===== config.mk =====
export PLATFORM = sky130hd
export DESIGN_NAME = gphc_queue
export DESIGN_NICKNAME = d
export VERILOG_FILES = /design/src/gphc_pkg.sv /design/src/gphc_queue.sv
export SDC_FILE = /design/constraint.sdc
export NUM_CORES = 1
export LEC_CHECK = 0
export BUFFER_PORTS_ARGS = -buffer_cell sky130_fd_sc_hd__buf_2
export CELL_PAD_IN_SITES_DETAIL_PLACEMENT = 0
export CELL_PAD_IN_SITES_GLOBAL_PLACEMENT = 1
export CORE_MARGIN = 1
export CORE_UTILIZATION = 45
export CTS_CLUSTER_DIAMETER = 40
export DETAILED_ROUTE_END_ITERATION = 16
export PLACE_DENSITY = 0.85
export SYNTH_ARGS = -nofsm -noshare
export SYNTH_HDL_FRONTEND = slang
export SYNTH_SLANG_ARGS = --single-unit

===== constraint.sdc =====
create_clock -name clk_i -period 1.8 [get_ports clk_i]
set_clock_uncertainty 0.2 [all_clocks]
set_input_delay 0.36 -clock clk_i [delete_from_list [all_inputs] [get_ports clk_i]]
set_output_delay 0.36 -clock clk_i [all_outputs]
set_load 0.02 [all_outputs]

===== src/gphc_pkg.sv =====
// Shared types and constants of the gap-pair hit correlation histogrammer.
`default_nettype none

package gphc_pkg;

  localparam int OP_W      = 2;
  localparam int ARM_W     = 1;
  localparam int ORIENT_W  = 1;
  localparam int GAP_W     = 3;
  localparam int PANEL_W   = 3;
  localparam int POS_W     = 6;
  localparam int COUNT_W   = 32;

  localparam int QUEUE_DEPTH = 4;
  localparam int QPTR_W      = $clog2(QUEUE_DEPTH);

  typedef enum logic [OP_W-1:0] {
    OP_HIT   = 2'd0,
    OP_EOE   = 2'd1,
    OP_CLEAR = 2'd2,
    OP_READ  = 2'd3
  } op_e;

  typedef enum logic [2:0] {
    ST_IDLE,
    ST_READ_WAIT,
    ST_SCAN_POS,
    ST_SCAN_HIST,
    ST_SCAN_WR,
    ST_CLEAR
  } back_state_e;

  // One queued command. The ok flag marks a read whose bin lies inside the histograms.
  typedef struct packed {
    op_e                 op;
    logic                ok;
    logic [ARM_W-1:0]    arm;
    logic [ORIENT_W-1:0] orientation;
    logic [GAP_W-1:0]    gap;
    logic [PANEL_W-1:0]  panel;
    logic [POS_W-1:0]    position;
    logic [POS_W-1:0]    partner_position;
  } cmd_t;

  typedef struct packed {
    logic init_busy;
  } back_stat_t;

endpackage

`default_nettype wire


===== src/gphc_queue.sv =====
// Short command queue between the front end and the back end.
`default_nettype none

module gphc_queue (
  input  logic           clk_i,
  input  logic           rst_ni,
  input  logic           push_i,
  input  gphc_pkg::cmd_t push_cmd_i,
  output logic           full_o,
  input  logic           pop_i,
  output logic           valid_o,
  output gphc_pkg::cmd_t head_o
);
  import gphc_pkg::*;

  cmd_t              entry_q [QUEUE_DEPTH];
  logic [QPTR_W-1:0] wr_ptr_q, wr_ptr_d;
  logic [QPTR_W-1:0] rd_ptr_q, rd_ptr_d;
  logic [QPTR_W:0]   count_q, count_d;

  assign full_o  = (count_q == (QPTR_W + 1)'(QUEUE_DEPTH));
  assign valid_o = (count_q != '0);
  assign head_o  = entry_q[rd_ptr_q];

  always_comb begin
    wr_ptr_d = push_i ? wr_ptr_q + QPTR_W'(1) : wr_ptr_q;
    rd_ptr_d = pop_i ? rd_ptr_q + QPTR_W'(1) : rd_ptr_q;
    count_d  = count_q;
    if (push_i && !pop_i) begin
      count_d = count_q + (QPTR_W + 1)'(1);
    end else if (pop_i && !push_i) begin
      count_d = count_q - (QPTR_W + 1)'(1);
    end
  end

  always_ff @(posedge clk_i or negedge rst_ni) begin
    if (!rst_ni) begin
      wr_ptr_q <= '0;
      rd_ptr_q <= '0;
      count_q  <= '0;
    end else begin
      wr_ptr_q <= wr_ptr_d;
      rd_ptr_q <= rd_ptr_d;
      count_q  <= count_d;
    end
  end

  always_ff @(posedge clk_i) begin
    if (push_i) begin
      entry_q[wr_ptr_q] <= push_cmd_i;
    end
  end

endmodule

`default_nettype wire


==> metrics.md, run 1 <==
| Metric | Value |
|---|---|
| Outcome | `finished, violations left` |
| Failing checks | `negative setup slack` |
| H-tree depth | `3` |
| Total Nets Final | `roughly 270` |
| First-pass GRT wire length | `between 9 and 10 mm` |
| CP top delay family | `multiplexers` |
| Hold Crit Class | `in -> reg` |
| Wire per inst | `between 15 and 20 um` |
| Fraction of layout cells with a size suffix above 1 | `between 40% and 50%` |
| Clock transition at path regs | `roughly 0.09 ns` |
| Final instance area | `between 4000 and 5000 um^2` |
| # rows | `32` |
| Endpoints failing hold | `0` |
| Worst-Margin Slew | `between 0.15 and 0.2 ns` |
| Final period utilization | `126%` |
| GRT Total Usage | `15.7%` |
| Leakage | `1.68 nW` |
| CTS sink count | `99` |
| # Max-Cap Violations | `0` |
| Root Driver | `clkbuf_8` |
| Routed Antenna Nets | `0` |
| Mapped Cells | `between 150 and 200` |
| Max incr delay on CP | `approximately 0.56 ns` |
| Area Growth Syn to Fin | `23.8%` |
| Initial Utilization | `47.6%` |
| Die width | `93.4 um` |
| I/O pins | `between 50 and 60` |
| Synth cell types | `19` |
| Power per cell area | `between 1500 and 2000 nW/um^2` |
| Critical path peak fanout | `10` |
| Setup TNS | `-9.48 ns` |
| Period minus WS final | `2.27 ns` |
| Vias in the first global route | `~1900` |
| Dpl ws | `-0.0922 ns` |
| VDD IR max | `0.736 mV` |
| Post-Synthesis Cell Area | `between 3000 and 4000 um^2` |
| Sequential share of the synthesized area | `between 70% and 80%` |
| CP Capture Type | `output port` |
| CP Class | `reg -> out` |
| CTS Buffer Depth | `2` |
| Initial antenna violation count | `0` |
| Average size of a mapped cell | `between 20 and 25 um^2` |
| DRT iter0 DRCs | `63` |
| Slew Limit Fails | `0` |
| Pre-Repair DR Iteration Count | `3` |
| Total CTS buffers | `9` |
| Final weighted congestion in routability-driven placement | `approximately 0.69` |
| Area after DPL | `roughly 4300 um^2` |
| Via count | `between 1500 and 2000` |
| Worst EP required | `~1.2 ns` |
| Final Setup Violations | `24` |
| RSZ-0062 raised after global routing | `true` |
| Drt total wl | `6.25 mm` |
| Startpoint types | `flop` |
| Pwr Total | `7.41 mW` |
| Ys Warns | `0` |
| Die Area | `about 8700 um^2` |
| Clk_lat worst skew | `around 0.37 ns` |
| Final worst slack | `-0.469 ns` |
| Seq cells post-synth | `between 90 and 100` |
| Port Buf Inserts | `51` |
| Crit path cell chain | `buf_12, mux4_1, buf_2` |
| DP Wirelength | `between 4 and 5 mm` |
| DRC | `0` |
| Die height | `93.4 um` |
| CP bufs+invs | `2` |
| Core area | `just under 8000 um^2` |
| Ant. Diodes | `0` |
| Vias per cell | `5.08` |
| Pin count of the biggest net entering global routing | `24` |
| CP arrival | `1.71 ns` |
| Worst path slowest cell | `mux4_1` |
| Grt ovf | `0` |
| Worst slew margin | `87.3%` |
| Syn Nets | `188` |
| Max Fclk | `between 400 and 500 MHz` |
| CTS tree | `yes` |
==> worst paths after layout <==
kind | slack (ns) | endpoint | cells after the start | startpoint
min | 0.009 | entry_q[1][18] | 1 | push_cmd_i[18]
min reg2reg | 0.36 | count_q[2] | 2 | count_q[2]
max reg2reg | 0.10 | count_q[2] | 5 | count_q[0]
max | -0.47 | head_o[18] | 3 | rd_ptr_q[0]
max in group asynchronous | 1.07 | rd_ptr_q[0] | 2 | rst_ni
min in group asynchronous | 0.15 | count_q[1] | 2 | rst_ni
==> cell type report <==
class                           count  area [um^2]
Fill cell                         583         3240
Clock inverter                      7          105
Multi-Input combinational cell     46          743
Clock buffer                        9          124
Timing Repair Buffer               80          597
Inverter                            4         15.0
Tap cell                          102          128
Sequential cell                    99         2940
==> kinds of logic (layout without fill, tap and decap cells) <==
kind of cell    after synthesis  count (layout)  share of synthesized area [%]
simple gates                  9               9                           1.33
compound gates                1               1                          0.133
mux                          24              24                           14.6
fa+ha+maj                     6               6                           2.20
buf+inv                      10             100                           2.16
flops                        99              99                           78.2
xor+xnor                      6               6                           1.40
==> stage by stage <==
step,hold slack (ns),instances,util (%)
after floorplan,-0.136,155,-
after global placement,0.00749,316,53.9
after detailed placement,0.00983,316,53.9
after CTS,0.000719,346,58.6
after global routing,0.00437,347,59.0
final,0.00906,347,59.0
==> repair_timing <==
item                       CTS  global route
hold buffers                12             0
gates resized for setup      2             9
hold endpoints to repair    47             0
setup endpoints to repair   24            26
pin swaps                    1             2
setup buffers                2             1
==> cell usage in the layout (no fill, tap or decap), drive strengths merged, types with 2 or more instances in the layout <==
cell / count
ha: 5
bufinv: 2
dlygate4sd3: 12
clkbuf: 9
inv: 8
nand2: 2
dfrtp: 7
xor2: 4
xnor2: 2
mux4: 23
buf: 68
edfxtp: 92
and2: 4
==> report_power, final <==
part | leakage [nW] | total [mW] | internal (mW) | switching, mW
clock | 0.113 | 1.58 | 0.806 | 0.769
combinational | 0.637 | 2.65 | 1.26 | 1.38
sequential | 0.926 | 3.19 | 3.03 | 0.163
==> synth_stat cells, drive strengths merged <==
| cell | count | area, um^2 |
|---|---|---|
| and2 | 4 | 25.0 |
| buf | 6 | 66.3 |
| dfrtp | 7 | 175 |
| edfxtp | 92 | 2760 |
| fa | 1 | 20.0 |
| ha | 5 | 62.6 |
| inv | 4 | 15.0 |
| mux2 | 1 | 11.3 |
| mux4 | 23 | 537 |
| nand2 | 2 | 7.51 |
| nor2 | 1 | 3.75 |
| nor3b | 1 | 7.51 |
| o21ai | 1 | 5.00 |
| or3 | 1 | 6.26 |
| xnor2 | 2 | 17.5 |
| xor2 | 4 | 35.0 |
==> metal layers <==
metal / GRT usage (%) / vias up / wire length [um]
met5: 0 / - / 0
met4: 8.33 / 0 / 123
li1: - / 805 / -
met3: 3.90 / 9 / 274
met2: 26.8 / 44 / 3300
met1: 18.4 / 904 / 2550
==> flip-flops by register name (all words and copies together), names as in the netlist <==
register and count:
count_q 3, entry_q 92, rd_ptr_q 2, wr_ptr_q 2
(Power assumes the default switching activity.)
==> run 2: changes to the inputs <==
==> constraint.sdc (replaced) <==
create_clock -name clk_i -period 1.8 [get_ports clk_i]
set_clock_uncertainty 0.2 [all_clocks]
set_input_delay 0.09 -clock clk_i [delete_from_list [all_inputs] [get_ports clk_i]]
set_output_delay 0.09 -clock clk_i [all_outputs]
set_load 0.02 [all_outputs]
==> metrics.md, run 2 (same netlist as run 1, synthesis figures left out) <==
| Metric | Value |
|---|---|
| Max Fclk | `~500 MHz` |
| Max FFs per register | `~90` |
| Top Registers | `entry_q x92, count_q x3` |
| Clock transition at path regs | `approximately 0.08 ns` |
| Most frequent cells in the layout | `edfxtp_1 (92), buf_2 (40), dlygate4sd3_1 (27)` |
| # Max-Cap Violations | `0` |
| Reg2reg path depth | `4` |
| CTS sink count | `between 90 and 100` |
| Pre-Repair DR Iteration Count | `4` |
| CTS Buffer Depth | `2` |
| Clk_lat worst skew | `roughly 0.35 ns` |
| Wire per inst | `between 15 and 20 um` |
| Vias in the first global route | `1907` |
| Vias per cell | `around 5.0` |
| Drt total wl | `approximately 6.0 mm` |
| Die Area | `8720 um^2` |
| Core Util, Final | `between 60% and 70%` |
| Final Setup Violations | `23` |
| Grt ovf | `0` |
| Worst hold path cell count | `3` |
| CP arrival | `around 1.7 ns` |
| Leakage | `~1.7 nW` |
| DP Wirelength | `around 3.7 mm` |
| Critical path peak fanout | `15` |
| CP Class | `reg -> out` |
| Max incr delay on CP | `around 0.53 ns` |
| CTS tree | `yes` |
| Final weighted congestion in routability-driven placement | `~0.66` |
| Worst-Margin Slew | `between 0.3 and 0.4 ns` |
| Ant. Diodes | `0` |
| Failing checks | `negative hold slack, negative setup slack` |
| Pin count of the biggest net entering global routing | `24` |
| DRC | `0` |
| Port Buf Inserts | `slightly above 50` |
| Final period utilization | `108%` |
| Die width | `93.4 um` |
| Most common cell after layout, fill and taps aside | `edfxtp_1` |
| Outcome | `finished, violations left` |
| DRT iter0 DRCs | `38` |
| First-pass GRT wire length | `9.36 mm` |
| Area after DPL | `between 4000 and 5000 um^2` |
| Worst slew margin | `between 70 and 80%` |
| RSZ-0062 raised after global routing | `true` |
| H-tree depth | `3` |
| Worst path slowest cell | `mux4_2` |
| Hold path endpoint | `rd_ptr_q[1]` |
| Reg area | `between 2000 and 3000 um^2` |
| Reg-to-Reg End | `count_q[2]` |
| Via count | `between 1500 and 2000` |
| Filler cell count | `about 570` |
| Hold_sp | `pop_i` |
| Power per cell area | `roughly 1500 nW/um^2` |
| Total CTS buffers | `9` |
| Hold Crit Class | `in -> reg` |
| Worst R2R Start | `count_q[0]` |
| Multi-input logic area | `722 um^2` |
| Routed Antenna Nets | `0` |
| Startpoint types | `flop` |
| Core area | `7890 um^2` |
| Die height | `roughly 93 um` |
| Slew Limit Fails | `0` |
| VDD IR max | `0.641 mV` |
| Worst EP required | `approximately 1.5 ns` |
| Crit path cell chain | `buf_12, mux4_2, buf_2` |
| Final instance area | `4750 um^2` |
| Period minus WS final | `around 1.9 ns` |
| Final hold slack | `-0.00586 ns` |
| Endpoints failing hold | `1` |
| Initial antenna violation count | `0` |
| Root Driver | `clkbuf_8` |
| Total Nets Final | `~280` |
| # rows | `32` |
| CP Capture Type | `output port` |
| Initial Utilization | `between 40% and 50%` |
| I/O pins | `52` |
| Fraction of layout cells with a size suffix above 1 | `around two fifths` |
| Area Growth Syn to Fin | `26.4%` |
| Biggest register | `entry_q` |
| Flop2flop setup slack | `0.20 ns` |
| Final worst slack | `-0.149 ns` |
| GRT Total Usage | `15.3%` |
==> run 2: changes by cell type in the layout (fill, tap and decap cells not counted), moves of 2 or more <==
cell | before | now
mux4_1 | 3 | 0
buf_6 | 3 | 10
mux4_2 | 20 | 23
dlygate4sd3_1 | 12 | 27
inv_6 | 3 | 1
buf_2 | 48 | 40
buf_4 | 11 | 5
clkinv_2 | 0 | 2
==> run 2: layout make-up <==
class / instances / share of cell area (%)
clock buffer: 10 / 2.69
tap: 102 / 2.69
multi-input combinational: 46 / 15.2
clock inverter: 6 / 1.37
sequential: 99 / 61.9
inverter: 4 / 0.316
timing repair buffer: 89 / 15.9
==> run 2: report_power, final <==
group | internal (mW) | switching (mW) | total [mW]
clock network | 0.645 | 0.728 | 1.37
logic | 1.34 | 1.35 | 2.69
registers | 3.03 | 0.184 | 3.21
==> run 2: timing repair <==
item                       in CTS  in global routing
hold endpoints to repair      103                  1
gates resized for setup        10                 20
buffers inserted                1                  2
setup endpoints to repair      23                 24
pin swaps                       0                  2
hold buffers                   27                  1
==> run 2: stage by stage <==
| stage | worst slack (ns) | TNS, ns | total power, mW | instances |
|---|---|---|---|---|
| 6_report | -0.149 | -2.39 | 7.27 | 356 |
| 5_1_grt | -0.230 | -4.14 | 7.63 | 356 |
| 4_1_cts | -0.187 | -3.57 | 7.25 | 355 |
| 3_5_place_dp | 0.184 | 0 | 5.73 | 311 |
| 3_3_place_gp | 0.217 | 0 | 5.67 | 311 |
| 2_1_floorplan | 0.00964 | 0 | 4.93 | 155 |
==> run 2: worst max path at each step <==
stage | startpoint | to
floorplan | wr_ptr_q[0] | entry_q[0][0]
finish | rd_ptr_q[0] | head_o[1]
CTS | rd_ptr_q[0] | head_o[22]
global placement | rd_ptr_q[0] | head_o[22]
detailed placement | rd_ptr_q[0] | head_o[18]
global route | rd_ptr_q[0] | head_o[1]
==> run 2: layer usage <==
layer / vias up / track usage (%) / part of all wire [%]
met4: 0 / 8.59 / 2.3
met1: 902 / 18.6 / 44
met3: 13 / 3.17 / 3.5
met5: - / 0 / 0
met2: 47 / 25.5 / 51
li1: 818 / - / -
==> run 2: critical path, delay by kind of cell (launching register included) <==
| kind | cells | cell delay, ns |
|---|---|---|
| DFF | 1 | 0.41 |
| buffers and inverters | 2 | 0.36 |
| muxes | 1 | 0.53 |
